`src/hw/rtl/smup_pkg.sv`:
```
// shared types and constants for the serial mouse uart port
package smup_pkg;

	localparam logic [3:0] RX_OFFSET  = 4'd0;
	localparam logic [3:0] TX_OFFSET  = 4'd0;
	localparam logic [3:0] IER_OFFSET = 4'd1;
	localparam logic [3:0] IIR_OFFSET = 4'd2;
	localparam logic [3:0] LSR_OFFSET = 4'd5;

	localparam int REG_COUNT = 16;

	localparam logic [7:0] HDR_BASE  = 8'h40;
	localparam logic [7:0] HDR_NEG_X = 8'h03;
	localparam logic [7:0] HDR_NEG_Y = 8'h0c;
	localparam logic [7:0] IIR_RX    = 8'h01;
	localparam logic [7:0] IIR_TX    = 8'h04;
	localparam logic [7:0] LSR_TX    = 8'h01;
	localparam logic [7:0] LSR_RX    = 8'h00;

	localparam logic [7:0] EDGE_RESET    = 8'd50;
	localparam logic [9:0] X_LIMIT_RESET = 10'd639;
	localparam logic [9:0] Y_LIMIT_RESET = 10'd199;

	localparam logic [1:0] CFG_EDGE_OFFSET = 2'd0;
	localparam logic [1:0] CFG_X_LIMIT     = 2'd1;
	localparam logic [1:0] CFG_Y_LIMIT     = 2'd2;

	localparam logic [2:0] REQ_READ   = 3'd0;
	localparam logic [2:0] REQ_WRITE  = 3'd1;
	localparam logic [2:0] REQ_MOTION = 3'd2;
	localparam logic [2:0] REQ_BUTTON = 3'd3;
	localparam logic [2:0] REQ_TICK   = 3'd4;

	localparam int FIFO_DEPTH = 2;
	localparam int PTR_W      = (FIFO_DEPTH > 1) ? $clog2(FIFO_DEPTH) : 1;
	localparam int CNT_W      = $clog2(FIFO_DEPTH + 1);

	typedef enum logic [2:0] {
		OP_READ   = 3'd0,
		OP_WRITE  = 3'd1,
		OP_MOTION = 3'd2,
		OP_BUTTON = 3'd3,
		OP_TICK   = 3'd4,
		OP_NONE   = 3'd5
	} op_t;

	typedef enum logic [2:0] {
		PH_X    = 3'b001,
		PH_Y    = 3'b010,
		PH_IDLE = 3'b100
	} phase_t;

	typedef struct packed {
		op_t        op;
		logic [3:0] addr;
		logic [7:0] wdata;
		logic       neg_x;
		logic       neg_y;
		logic [5:0] dx6;
		logic [5:0] dy6;
		logic [9:0] pos_x;
		logic [9:0] pos_y;
		logic       right;
		logic       down;
		logic       pend;
	} cmd_t;

endpackage

```
`src/hw/rtl/smup_front.sv`:
```
// front end: config registers, request decode and pointer clamping
module smup_front (
	input  logic              clk,
	input  logic              arst_n,
	input  logic              cfg_valid,
	output logic              cfg_ready,
	input  logic [1:0]        cfg_index,
	input  logic [9:0]        cfg_data,
	input  logic              req_valid,
	output logic              req_ready,
	input  logic [2:0]        req_type,
	input  logic [3:0]        reg_addr,
	input  logic [7:0]        write_data,
	input  logic signed [10:0] delta_x,
	input  logic signed [10:0] delta_y,
	input  logic [11:0]       abs_x,
	input  logic [11:0]       abs_y,
	input  logic              button_right,
	input  logic              button_down,
	input  logic              irq_pending,
	input  logic              full,
	output logic              push,
	output smup_pkg::cmd_t    cmd
);
	import smup_pkg::*;

	logic [7:0]        edge_q;
	logic [9:0]        xlim_q;
	logic [9:0]        ylim_q;
	logic signed [12:0] tx;
	logic signed [12:0] ty;
	logic [10:0]       ty_half;
	logic [9:0]        px;
	logic [9:0]        py;
	op_t               op;

	assign cfg_ready = 1'b1;

	always_ff @(posedge clk or negedge arst_n) begin
		if (!arst_n) begin
			edge_q <= EDGE_RESET;
			xlim_q <= X_LIMIT_RESET;
			ylim_q <= Y_LIMIT_RESET;
		end else if (cfg_valid) begin
			unique case (cfg_index)
				CFG_EDGE_OFFSET: edge_q <= cfg_data[7:0];
				CFG_X_LIMIT:     xlim_q <= cfg_data;
				CFG_Y_LIMIT:     ylim_q <= cfg_data;
				default: ;
			endcase
		end
	end

	assign tx      = $signed({1'b0, abs_x}) - $signed({5'b0, edge_q});
	assign ty      = $signed({1'b0, abs_y}) - $signed({5'b0, edge_q});
	assign ty_half = ty[11:1];

	always_comb begin
		if (tx[12])
			px = '0;
		else if (tx[11:0] > {2'b0, xlim_q})
			px = xlim_q;
		else
			px = tx[9:0];
		if (ty[12])
			py = '0;
		else if (ty_half > {1'b0, ylim_q})
			py = ylim_q;
		else
			py = ty_half[9:0];
	end

	always_comb begin
		unique case (req_type)
			REQ_READ:   op = OP_READ;
			REQ_WRITE:  op = OP_WRITE;
			REQ_MOTION: op = OP_MOTION;
			REQ_BUTTON: op = OP_BUTTON;
			REQ_TICK:   op = OP_TICK;
			default:    op = OP_NONE;
		endcase
	end

	assign req_ready = !full;
	assign push      = req_valid && !full;

	always_comb begin
		cmd.op    = op;
		cmd.addr  = reg_addr;
		cmd.wdata = write_data;
		cmd.neg_x = delta_x[10];
		cmd.neg_y = delta_y[10];
		cmd.dx6   = delta_x[5:0];
		cmd.dy6   = delta_y[5:0];
		cmd.pos_x = px;
		cmd.pos_y = py;
		cmd.right = button_right;
		cmd.down  = button_down;
		cmd.pend  = irq_pending;
	end

endmodule

```
`src/hw/rtl/smup_fifo.sv`:
```
// short command queue between front and back
module smup_fifo (
	input  logic           clk,
	input  logic           arst_n,
	input  logic           push,
	input  smup_pkg::cmd_t wr_cmd,
	output logic           full,
	input  logic           pop,
	output logic           empty,
	output smup_pkg::cmd_t rd_cmd
);
	import smup_pkg::*;

	cmd_t             mem_q [FIFO_DEPTH];
	logic [PTR_W-1:0] wr_ptr_q;
	logic [PTR_W-1:0] rd_ptr_q;
	logic [CNT_W-1:0] cnt_q;
	logic             do_pop;

	assign full   = (cnt_q == CNT_W'(FIFO_DEPTH));
	assign empty  = (cnt_q == '0);
	assign do_pop = pop && !empty;
	assign rd_cmd = mem_q[rd_ptr_q];

	always_ff @(posedge clk) begin
		if (push)
			mem_q[wr_ptr_q] <= wr_cmd;
	end

	always_ff @(posedge clk or negedge arst_n) begin
		if (!arst_n) begin
			wr_ptr_q <= '0;
			rd_ptr_q <= '0;
			cnt_q    <= '0;
		end else begin
			if (push)
				wr_ptr_q <= (wr_ptr_q == PTR_W'(FIFO_DEPTH - 1)) ? '0 : wr_ptr_q + 1'b1;
			if (do_pop)
				rd_ptr_q <= (rd_ptr_q == PTR_W'(FIFO_DEPTH - 1)) ? '0 : rd_ptr_q + 1'b1;
			if (push && !do_pop)
				cnt_q <= cnt_q + 1'b1;
			else if (!push && do_pop)
				cnt_q <= cnt_q - 1'b1;
		end
	end

endmodule

```
`src/hw/rtl/smup_back.sv`:
```
// back end: register file, packet sender, pointer state and result register
module smup_back (
	input  logic           clk,
	input  logic           arst_n,
	input  logic           empty,
	input  smup_pkg::cmd_t cmd,
	output logic           pop,
	output logic           rsp_valid,
	input  logic           rsp_ready,
	output logic [7:0]     read_data,
	output logic           irq_raise,
	output logic [9:0]     pointer_x,
	output logic [9:0]     pointer_y,
	output logic [1:0]     button_bits
);
	import smup_pkg::*;

	typedef logic [REG_COUNT-1:0][7:0] rf_t;

	typedef struct packed {
		rf_t  rf;
		logic raised;
	} wr_res_t;

	function automatic wr_res_t bus_wr(input rf_t rf, input logic [3:0] a, input logic [7:0] b);
		wr_res_t r;
		r.rf     = rf;
		r.raised = 1'b0;
		r.rf[a]  = b;
		if (a == TX_OFFSET) begin
			r.rf[LSR_OFFSET] = LSR_TX;
			if (r.rf[IER_OFFSET][0]) begin
				r.rf[IIR_OFFSET] = IIR_TX;
				r.raised         = 1'b1;
			end
		end
		return r;
	endfunction

	rf_t        rf_q;
	rf_t        rf_n;
	phase_t     ph_q;
	phase_t     ph_n;
	logic [5:0] xb_q;
	logic [5:0] yb_q;
	logic [5:0] xb_n;
	logic [5:0] yb_n;
	logic [9:0] px_q;
	logic [9:0] py_q;
	logic [9:0] px_n;
	logic [9:0] py_n;
	logic [1:0] btn_q;
	logic [1:0] btn_n;
	logic [1:0] bit_sel;
	logic [7:0] rd;
	logic [7:0] hdr;
	logic       raise;
	logic       pend;
	wr_res_t    wr;
	logic       rsp_valid_q;
	logic [7:0] rdata_q;
	logic       raise_q;

	assign pop = !empty && (!rsp_valid_q || rsp_ready);

	always_comb begin
		rf_n    = rf_q;
		ph_n    = ph_q;
		xb_n    = xb_q;
		yb_n    = yb_q;
		px_n    = px_q;
		py_n    = py_q;
		btn_n   = btn_q;
		rd      = '0;
		raise   = 1'b0;
		pend    = cmd.pend;
		wr      = '0;
		bit_sel = cmd.right ? 2'b01 : 2'b10;
		hdr     = HDR_BASE | (cmd.neg_x ? HDR_NEG_X : '0) | (cmd.neg_y ? HDR_NEG_Y : '0);
		unique case (cmd.op)
			OP_READ: begin
				if (cmd.addr == RX_OFFSET) begin
					rf_n[IIR_OFFSET] = IIR_RX;
					rf_n[LSR_OFFSET] = LSR_RX;
				end
				rd = rf_n[cmd.addr];
			end
			OP_WRITE: begin
				wr    = bus_wr(rf_n, cmd.addr, cmd.wdata);
				rf_n  = wr.rf;
				raise = wr.raised;
			end
			OP_MOTION: begin
				if (ph_q == PH_IDLE) begin
					xb_n  = cmd.dx6;
					yb_n  = cmd.dy6;
					ph_n  = PH_X;
					wr    = bus_wr(rf_n, TX_OFFSET, hdr);
					rf_n  = wr.rf;
					raise = wr.raised;
				end
				px_n = cmd.pos_x;
				py_n = cmd.pos_y;
			end
			OP_BUTTON: begin
				if (cmd.down)
					btn_n = btn_q | bit_sel;
				else
					btn_n = btn_q & ~bit_sel;
			end
			OP_TICK: begin
				if (ph_n == PH_X && !pend) begin
					ph_n = PH_Y;
					wr   = bus_wr(rf_n, TX_OFFSET, {2'b00, xb_q});
					rf_n = wr.rf;
					if (wr.raised) begin
						raise = 1'b1;
						pend  = 1'b1;
					end
				end
				if (ph_n == PH_Y && !pend) begin
					ph_n = PH_IDLE;
					wr   = bus_wr(rf_n, TX_OFFSET, {2'b00, yb_q});
					rf_n = wr.rf;
					if (wr.raised)
						raise = 1'b1;
				end
			end
			default: ;
		endcase
	end

	always_ff @(posedge clk or negedge arst_n) begin
		if (!arst_n) begin
			rf_q        <= '0;
			ph_q        <= PH_IDLE;
			xb_q        <= '0;
			yb_q        <= '0;
			px_q        <= '0;
			py_q        <= '0;
			btn_q       <= '0;
			rsp_valid_q <= 1'b0;
		end else begin
			if (pop) begin
				rf_q  <= rf_n;
				ph_q  <= ph_n;
				xb_q  <= xb_n;
				yb_q  <= yb_n;
				px_q  <= px_n;
				py_q  <= py_n;
				btn_q <= btn_n;
			end
			if (pop)
				rsp_valid_q <= 1'b1;
			else if (rsp_ready)
				rsp_valid_q <= 1'b0;
		end
	end

	always_ff @(posedge clk) begin
		if (pop) begin
			rdata_q <= rd;
			raise_q <= raise;
		end
	end

	assign rsp_valid   = rsp_valid_q;
	assign read_data   = rdata_q;
	assign irq_raise   = raise_q;
	assign pointer_x   = px_q;
	assign pointer_y   = py_q;
	assign button_bits = btn_q;

endmodule

```
`src/hw/rtl/serial_mouse_uart_port_core.sv`:
```
// top level of the serial mouse uart port
// One request is taken per clock while the queue has room; each gives exactly one
// response, registered as its request leaves the queue. A two-entry queue separates request
// decode from execution, so a stalled response side still absorbs two more requests; the
// back end sets the rate and updates the sixteen-byte register file, the packet sender
// and pointer state once per cycle in which it pops. Reset clears all but queue and
// response data at once; config writes are taken on any cycle and act on later requests.
module serial_mouse_uart_port_core (
	input  logic              clk,
	input  logic              arst_n,
	input  logic              cfg_valid,
	output logic              cfg_ready,
	input  logic [1:0]        cfg_index,
	input  logic [9:0]        cfg_data,
	input  logic              req_valid,
	output logic              req_ready,
	input  logic [2:0]        req_type,
	input  logic [3:0]        reg_addr,
	input  logic [7:0]        write_data,
	input  logic signed [10:0] delta_x,
	input  logic signed [10:0] delta_y,
	input  logic [11:0]       abs_x,
	input  logic [11:0]       abs_y,
	input  logic              button_right,
	input  logic              button_down,
	input  logic              irq_pending,
	output logic              rsp_valid,
	input  logic              rsp_ready,
	output logic [7:0]        read_data,
	output logic              irq_raise,
	output logic [9:0]        pointer_x,
	output logic [9:0]        pointer_y,
	output logic [1:0]        button_bits
);
	import smup_pkg::*;

	cmd_t front_cmd;
	cmd_t back_cmd;
	logic push;
	logic full;
	logic pop;
	logic empty;

	smup_front u_front (
		.clk          (clk),
		.arst_n       (arst_n),
		.cfg_valid    (cfg_valid),
		.cfg_ready    (cfg_ready),
		.cfg_index    (cfg_index),
		.cfg_data     (cfg_data),
		.req_valid    (req_valid),
		.req_ready    (req_ready),
		.req_type     (req_type),
		.reg_addr     (reg_addr),
		.write_data   (write_data),
		.delta_x      (delta_x),
		.delta_y      (delta_y),
		.abs_x        (abs_x),
		.abs_y        (abs_y),
		.button_right (button_right),
		.button_down  (button_down),
		.irq_pending  (irq_pending),
		.full         (full),
		.push         (push),
		.cmd          (front_cmd)
	);

	smup_fifo u_fifo (
		.clk    (clk),
		.arst_n (arst_n),
		.push   (push),
		.wr_cmd (front_cmd),
		.full   (full),
		.pop    (pop),
		.empty  (empty),
		.rd_cmd (back_cmd)
	);

	smup_back u_back (
		.clk         (clk),
		.arst_n      (arst_n),
		.empty       (empty),
		.cmd         (back_cmd),
		.pop         (pop),
		.rsp_valid   (rsp_valid),
		.rsp_ready   (rsp_ready),
		.read_data   (read_data),
		.irq_raise   (irq_raise),
		.pointer_x   (pointer_x),
		.pointer_y   (pointer_y),
		.button_bits (button_bits)
	);

endmodule

```
`config.mk`:
```
export PLATFORM = sky130hd
export DESIGN_NAME = serial_mouse_uart_port_core
export DESIGN_NICKNAME = d
export VERILOG_FILES = /design/src/hw/rtl/smup_pkg.sv /design/src/hw/rtl/smup_front.sv /design/src/hw/rtl/smup_fifo.sv /design/src/hw/rtl/smup_back.sv /design/src/hw/rtl/serial_mouse_uart_port_core.sv
export SDC_FILE = /design/constraint.sdc
export NUM_CORES = 1
export LEC_CHECK = 0
export BUFFER_PORTS_ARGS = -buffer_cell sky130_fd_sc_hd__buf_2
export CAP_MARGIN = 10
export CORE_AREA = 5 5 279 227
export CTS_CLUSTER_DIAMETER = 150
export DETAILED_ROUTE_END_ITERATION = 12
export DIE_AREA = 0 0 284 232
export PLACE_DENSITY = 0.49
export SETUP_SLACK_MARGIN = 0.3
export SYNTH_ARGS = -nofsm -noshare
export SYNTH_HDL_FRONTEND = slang
export SYNTH_SLANG_ARGS = --single-unit
```
`constraint.sdc`:
```
create_clock -name clk -period 11.3 [get_ports clk]
set_clock_uncertainty 0.15 [all_clocks]
set_input_delay 2.26 -clock clk [delete_from_list [all_inputs] [get_ports clk]]
set_output_delay 2.26 -clock clk [all_outputs]
set_load 0.03 [all_outputs]
```
* After elaboration in Yosys (flattened, before gate mapping)
Memory sizes are Yosys's and may differ from the RTL's.
Cells that the tools add are included.
** Storage, ports and cells
- Flip-flop bits (word level) :: 207
- Memory bits (writable) :: 104
- Output and inout bits :: 34
- Memories kept :: 1
** Memories
- u_fifo.mem_q :: words 2, bits a word 52, read ports 1, clocked after Yosys merged registers in 0, write ports 1, RTL line smup_fifo.sv:14 : cmd_t mem_q [FIFO_DEPTH];
** Cells by class
- $add $sub $neg :: 6
- Order comparisons :: 4
- Eq/ne operators :: 16
- Multiplexer cells :: 62
- Bitwise gates (word level) :: 5
- Reductions and logical operators :: 38
** Operators with widths (number)
- one-hot mux 80 bit (3 select lines) :: 1
- two-way mux 48 bit :: 3
- bitwise mux 128 bit :: 1
- two-way mux 128 bit :: 1
- one-hot mux 16 bit (3 select lines) :: 2
- two-way mux 8 bit :: 11
- one-hot mux 8 bit (4 select lines) :: 2
- two-way mux 10 bit :: 4
- binary-select mux 8 bit (select 4 bit) :: 1
- demux 8 bit (select 4 bit) :: 1
- subtractor 12 x 8 -> 13 bit :: 2
- two-way mux 1 bit :: 22
- == test 3 x 2 -> 1 bit (second input constant) :: 5
- one-hot mux 3 bit (5 select lines) :: 1
- greater-than comparator 12 x 10 -> 1 bit :: 1
- two-way mux 3 bit :: 4
- AND reduction 3 bit :: 4
- greater-than comparator 11 x 10 -> 1 bit :: 1
- two-way mux 2 bit :: 5
- AND reduction 2 bit :: 5
- == test 3 x 1 -> 1 bit (second input constant) :: 3
- == test 3 bit (second input constant) :: 3
- logical AND 1 bit :: 8
- OR 8 bit :: 1
- other kinds (25) :: 39

* Logic depth before layout (Yosys ltp)
Gate-level depths: netlist of run 1.
An unclocked memory read counts as a cell.
- Depth after elaboration :: 15
- Gate-level depth with buffers :: 17
- Mapped depth without buffers :: 16

* Modules after synthesis
From an unflattened synthesis of run 1, not the netlist that was laid out.
** Second synthesis, totals
- Cells, all modules :: 1177
- Area, all modules :: 15897.7 um^2
** By module, submodules not included
- smup_back :: times used 1, cells an instance 630, area an instance 8559.5 um^2
- smup_fifo :: times used 1, cells an instance 178, area an instance 4191.5 um^2
- smup_front :: times used 1, cells an instance 369, area an instance 3146.8 um^2

* Worst setup path after synthesis of run 1
OpenSTA, ideal clock, no wires.
- Path type :: input-to-reg
- Start point :: in abs_y[2]
- End point :: mem u_fifo.mem_q[0][7] in the netlist's numbering (data pin)
- Setup time :: 0.262 ns
- Arrival :: 5.330 ns
- Required time :: 10.888 ns
- Path slack :: 5.558 ns
- Stages on the path :: 15
- Cell sequence :: ha_1 -> a21o_1 -> a31oi_1 -> o21ai_0 -> a311oi_1 -> xnor2_1 -> inv_1 -> ha_1 -> a21o_1 -> a21oi_1 -> nor2b_1 -> a221o_1 -> and3_1 -> buf_2 -> mux2_2
** RTL lines
- start, declared :: RTL line serial_mouse_uart_port_core.sv:23 : input logic [11:0] abs_y,
- end, declared :: RTL line smup_fifo.sv:14

==> results.json, run 1 <==
{
  "start_kind": "input port",
  "required_ns": 11.41,
  "worst_pin_slew_ns": 1.143,
  "rsz0062_at_grt": "no",
  "dieWidth_um": 284,
  "path_class": "input port to flop",
  "dpl.cell_count": 2205,
  "synthTopCellsByCount": "267 x nand2_1, 181 x dfrtp_1, 154 x o21ai_0",
  "yosysUniqueCellTypes": 81,
  "synthArstFlopShare": 0.6367,
  "fin_nets": 1573,
  "syn_inst": 1362,
  "dieArea_um2": 65890,
  "num-fill-cells": 6267,
  "p_per_area_nw_per_um2": 242.3,
  "maxSlewViolCount": 0,
  "wire_per_inst_um": 18.17,
  "layout_setup_ws_ns": 5.061,
  "reg2reg_from": "u_front.edge_q[1]",
  "ys_seq_elements": 311,
  "maxCapViolations": 0,
  "fin_cells": 2272,
  "hold_violations": 0,
  "cts_resized": 0,
  "cts_buffers": 34,
  "clockBufferDepth": 3,
  "grt_pass1_wl_um": 63760,
  "status": "finished clean",
  "post-synth-top-area-cell": "dfrtp_1",
  "worstHoldStart": "u_back.pointer_x[9]",
  "yosys_warnings": 0,
  "ys.flop_type": "dfrtp_1",
  "htreeDepth": 2,
  "p_leak_nw": 7.143,
  "irDropWorstVdd_v": 0.0001308,
  "period_share": 0.5521,
  "drive_above_1_share": 0.1919,
  "maxSlewHeadroom": 0.2322,
  "hold_class": "flop to flop",
  "cp_max_fo": 11,
  "cp.arrival_ns": 6.34,
  "rows": 81,
  "synth_top_area_share": 0.3042,
  "clk_pin_slew_ns": 0.06,
  "synth_area_leaders": "dfrtp_1 30%, edfxtp_1 23%, nand2_1 6.7%",
  "design.core.area_um2": 60300,
  "cts_tree": "done",
  "antenna_found_initial": 6,
  "seq_area_um2": 8373,
  "place_ws_ns": 4.624,
  "synth.most_common_cell": "nand2_1",
  "synthToLayoutAreaGrowth_pct": 16.58,
  "syn_avg_cell_area_um2": 10.93,
  "fin_crit_ns": 6.239,
  "io_buffers": 105,
  "cts_root_buf": "clkbuf_16",
  "cts_sinks": 311,
  "synth_fp_nets": 1481,
  "insertion_delay_ns": 0.53,
  "synth_edf_count": 113,
  "fmax_mhz": 160.3,
  "grt_max_degree": 71,
  "setup_viol": 0,
  "drc": 0,
  "end_kind": "flop",
  "boundaryPins": 115,
  "drt_iter0_drc": 737,
  "syn-cell-area_um2": 14890,
  "setup_tns_ns": 0,
  "initial_core_util": 0.2470,
  "ant_nets": 0,
  "overflow": 0,
  "drt_wl_total_um": 41290,
  "crit_start": "abs_x[0]",
  "gp_congestion": 0.8495,
  "multiInputGateArea_um2": 6048,
  "yosysSeqAreaShare": 0.5620,
  "ctsHoldBuffers": 0,
  "die-height_um": 232,
  "track_usage": 0.1233,
  "dp_hpwl_um": 28020,
  "via_per_inst": 4.677,
  "cts_setup_buffers": 0,
  "dr_total_vias": 10630,
  "first_global_vias": 10500,
  "drt_pass1_iterations": 6
}
[worst max-delay path, cell delays in order]
cell and delay (ns):
buf_2 0.11, inv_1 0.06, ha_1 0.17, inv_1 0.06, fa_1 0.42, a211oi_1 0.26
nor2_1 0.13, o41ai_1 0.29, buf_4 0.26, nor2b_1 0.17, xor2_1 0.11, ha_1 0.21
a211oi_1 0.20, o21ai_0 0.14, a221o_1 0.30, a22oi_1 0.19, nand4b_1 0.49, mux2_2 0.51
[cell type report]
class / count / share of cell area
Timing Repair Buffer: 127 / 0.04029
Inverter: 50 / 0.01081
Sequential cell: 311 / 0.4823
Clock inverter: 20 / 0.009513
Multi-Input combinational cell: 930 / 0.3484
Clock buffer: 42 / 0.05132
Antenna cell: 4 / 0.0005766
Tap cell: 788 / 0.05679
[report_power, final]
group | leakage, nW | total [mW] | switching, mW | internal [mW]
logic | 2.97 | 1.47 | 0.969 | 0.503
registers | 3.66 | 1.66 | 0.166 | 1.50
clock network | 0.513 | 1.07 | 0.459 | 0.611
[kinds of logic (layout without fill, tap and decap cells)]
| kind of cell | after synthesis | in the layout | synth area share |
|---|---|---|---|
| and+or+nand+nor | 428 | 428 | 0.1273 |
| AOI/OAI and AO/OA | 324 | 324 | 0.1382 |
| DFF | 311 | 311 | 0.5620 |
| buffers and inverters | 121 | 239 | 0.03403 |
| muxes | 117 | 117 | 0.09183 |
| adders and majority gates | 38 | 38 | 0.03294 |
| xor gates and xnor gates | 22 | 22 | 0.01344 |
| other | 1 | 5 | 0.0002518 |
[cells in the final DEF, fill, tap and decap left out, types with 24 or more instances in the layout]
| cell type | count |
|---|---|
| dfrtp_1 | 180 |
| clkbuf_16 | 34 |
| a311oi_1 | 24 |
| ha_1 | 36 |
| edfxtp_1 | 113 |
| nand3_1 | 29 |
| nor2_1 | 45 |
| mux2_2 | 53 |
| buf_2 | 104 |
| o21ai_0 | 154 |
| mux2i_1 | 49 |
| inv_1 | 49 |
| a21oi_1 | 49 |
| nand2_1 | 267 |
[metal layers]
| layer | track usage | wire length (µm) |
|---|---|---|
| met1 | 0.1855 | 21050 |
| met2 | 0.1833 | 17410 |
| met3 | 0.02139 | 2066 |
| met4 | 0.03180 | 744 |
| met5 | 0 | 14 |
[state kept, by name, indices dropped and copies added, names as in the netlist, named ones only]
name,cells
u_back.rf_q,128
u_fifo.mem_q,104
u_back.pointer_x,10
u_back.pointer_y,10
u_front.xlim_q,10
u_front.ylim_q,10
u_back.read_data,8
u_front.edge_q,8
u_back.xb_q,6
u_back.yb_q,6
u_back.ph_q,3
u_fifo.cnt_q,2
u_back.irq_raise,1
u_back.rsp_valid,1
u_fifo.rd_ptr_q,1
u_fifo.wr_ptr_q,1
[metrics by stage]
stage,util,total power [mW],hold WS [ns],instance area [µm²]
detailed placement,0.2701,3.165,0.3160,16290
floorplan,-,2.646,0.2946,14890
global placement,0.2701,3.146,0.3069,16290
global route,0.2878,4.468,0.3527,17360
CTS,0.2876,4.262,0.3297,17340
finish,0.2879,4.206,0.3250,17360
[final timing paths]
kind                            slack (ns)                   to  cells past startpoint
worst min-delay path                  0.33  u_back.pointer_x[9]                      2
worst max register to register        6.54  u_fifo.mem_q[0][22]                     15
min in group asynchronous             1.58      u_back.rf_q[53]                      1
worst max-delay path                  5.06  u_fifo.mem_q[0][22]                     18
worst min register to register        0.33  u_back.pointer_x[9]                      2
max in group asynchronous             8.03    u_front.edge_q[3]                      2
(Power assumes the default switching activity.)
==> run 2, diff against run 1 <==
==> constraint.sdc (replaced) <==
create_clock -name clk -period 6.25 [get_ports clk]
set_clock_uncertainty 0.15 [all_clocks]
set_input_delay 1.25 -clock clk [delete_from_list [all_inputs] [get_ports clk]]
set_output_delay 1.25 -clock clk [all_outputs]
set_load 0.03 [all_outputs]
==> run 2 against run 1 <==
  * Sequential power grew 81%
  * Via count grew 0.21%
  * Sequential share of layout area shrank 0.26 points
  * Count of clock-buffer cells in the layout grew 4
  * Critical path depth is the same
  * Clock power grew 91%
  * Final cell count grew 0.13%
  * Non-clock buffer count grew 2
  * First-iteration DRC count grew 4.7%
  * Setup slack lost 4.0 ns
  * Critical endpoint is now u_fifo.mem_q[1][14]
  * Largest cell class unchanged
  * Largest power group unchanged
==> results.json, run 2 (same netlist as run 1, synthesis figures left out) <==
{
  "largest_reg_flops": 128,
  "slowest_delay_ns": 0.50,
  "dieWidth_um": 284,
  "fin_cells": 2275,
  "drt_pass1_iterations": 8,
  "gp_congestion": 0.8546,
  "worst_pin_slew_ns": 1.148,
  "dpl-instance-area_um2": 16320,
  "p_clk_frac": 0.264,
  "die-height_um": 232,
  "path_class": "input port to flop",
  "cts_tree": "done",
  "via_per_inst": 4.681,
  "cts_setup_buffers": 0,
  "end_kind": "flop",
  "hold_violations": 0,
  "htreeDepth": 2,
  "p_per_area_nw_per_um2": 442.8,
  "track_usage": 0.1253,
  "initial_core_util": 0.2470,
  "p_int_mw": 4.816,
  "fin_crit_ns": 5.190,
  "fin_util": 0.2895,
  "drc": 0,
  "design.core.area_um2": 60300,
  "pwr-share-comb": 0.347,
  "maxCapViolations": 0,
  "setup_viol": 0,
  "maxSlewViolCount": 0,
  "layout_common_cells": "267 x nand2_1, 180 x dfrtp_1, 154 x o21ai_0",
  "seqPwrFrac": 0.389,
  "irDropWorstVdd_v": 0.0001625,
  "synthToLayoutAreaGrowth_pct": 17.22,
  "overflow": 0,
  "cp_max_fo": 11,
  "dpl.cell_count": 2208,
  "insertion_delay_ns": 0.54,
  "maxSlewHeadroom": 0.2287,
  "period_share": 0.8305,
  "grt_max_degree": 116,
  "cts_buffers": 35,
  "required_ns": 6.37,
  "io_buffers": 105,
  "cp.arrival_ns": 5.31,
  "cts_sinks": 311,
  "p_leak_nw": 7.202,
  "dp_hpwl_um": 28900,
  "start_kind": "input port",
  "fin_hold_ws_ns": 0.3224,
  "worstPathCellList": "buf_2 > inv_1 > ha_1 > inv_1 > fa_1 > a211oi_1 > nor2_1 > o41ai_1 > buf_4 > nor2b_1 > xor2_1 > ha_1 > a211oi_1 > o21ai_0 > a221o_1 > a22oi_1 > nand4b_1 > mux2_2",
  "cp_top_family": "compound AO/OA/AOI/OAI gates",
  "setup_tns_ns": 0,
  "cts_resized": 0,
  "drive_above_1_share": 0.1961,
  "drt_iter0_drc": 772,
  "wire_per_inst_um": 18.39,
  "final_common_cell": "nand2_1",
  "dieArea_um2": 65890,
  "status": "finished clean",
  "clockBufferDepth": 3,
  "grt_pass1_wl_um": 65260,
  "rsz0062_at_grt": "no",
  "reg_top3": "u_back.rf_q: 128 flops, u_fifo.mem_q: 104 flops",
  "ctsHoldBuffers": 0,
  "critPathSlowestCell": "nand4b_1",
  "p_sw_frac": 0.3769,
  "clk_pin_slew_ns": 0.06,
  "seq_area_um2": 8373,
  "hold_class": "flop to flop",
  "multiInputGateArea_um2": 6048,
  "rows": 81,
  "largest_register": "u_back.rf_q",
  "ant_nets": 0,
  "timing.critical_path.buf_inv": 4,
  "cts_root_buf": "clkbuf_16",
  "num-fill-cells": 6268,
  "fmax_mhz": 192.7,
  "boundaryPins": 115,
  "drt_wl_total_um": 41840,
  "first_global_vias": 10670,
  "fin_nets": 1576,
  "dr_total_vias": 10650,
  "p_sw_mw": 2.913,
  "final_design_area_no_fill_um2": 17460,
  "antenna_found_initial": 5
}
==> run 2: metal layers <==
layer  GRT usage  vias to the layer above  wire [µm]
li1            -                     5097          -
met1      0.1854                     5197      21130
met2      0.1846                      285      17590
met3     0.02944                       66       2264
met4     0.03180                        4        818
met5           0                        -         28
==> run 2: final cells by class <==
cell class	count	share of cell area
Sequential cell	311	0.4797
Multi-Input combinational cell	930	0.3465
Tap cell	788	0.05648
Clock buffer	46	0.05548
Timing Repair Buffer	129	0.04165
Inverter	50	0.01075
Clock inverter	18	0.009032
Antenna cell	3	0.0004301
==> run 2: worst register-to-register path: stages (launching register included) <==
cell,delay [ns]
dfstp_2,0.51
inv_1,0.11
fa_1,0.48
a211oi_1,0.26
nor2_1,0.13
o41ai_1,0.25
buf_4,0.24
nor2b_1,0.18
xor2_1,0.11
ha_1,0.21
a211oi_1,0.21
o21ai_0,0.14
a221o_1,0.30
a22oi_1,0.20
nand4b_1,0.50
mux2_2,0.50
==> run 2: stage by stage <==
| stage | power, mW | setup slack (ns) |
|---|---|---|
| 2_1_floorplan | 4.784 | 1.518 |
| 3_3_place_gp | 5.689 | 0.6351 |
| 3_5_place_dp | 5.745 | 0.6183 |
| 4_1_cts | 7.829 | 1.138 |
| 5_1_grt | 8.220 | 0.7996 |
| 6_report | 7.729 | 1.060 |
==> run 2: final timing paths <==
check,start,to,slack [ns],cells past startpoint
worst min-delay path,u_back.pointer_y[7],u_back.pointer_y[7],0.32,2
min in group asynchronous,arst_n,async pin,0.60,1
worst min register to register,u_back.pointer_y[7],u_back.pointer_y[7],0.32,2
worst max register to register,u_front.edge_q[1],u_fifo.mem_q[1][14],1.53,15
max in group asynchronous,arst_n,u_front.xlim_q[7],4.21,2
worst max-delay path,abs_x[0],u_fifo.mem_q[1][14],1.06,18
==> run 2: power by group through the flow <==
stage	Combinational [mW]	Clock (mW)	Sequential (mW)
4_1_cts	2.70	2.11	3.02
6_report	2.68	2.04	3.01
3_3_place_gp	2.65	0	3.04
3_5_place_dp	2.69	0	3.05
2_1_floorplan	1.69	0	3.09
5_1_grt	2.96	2.19	3.07
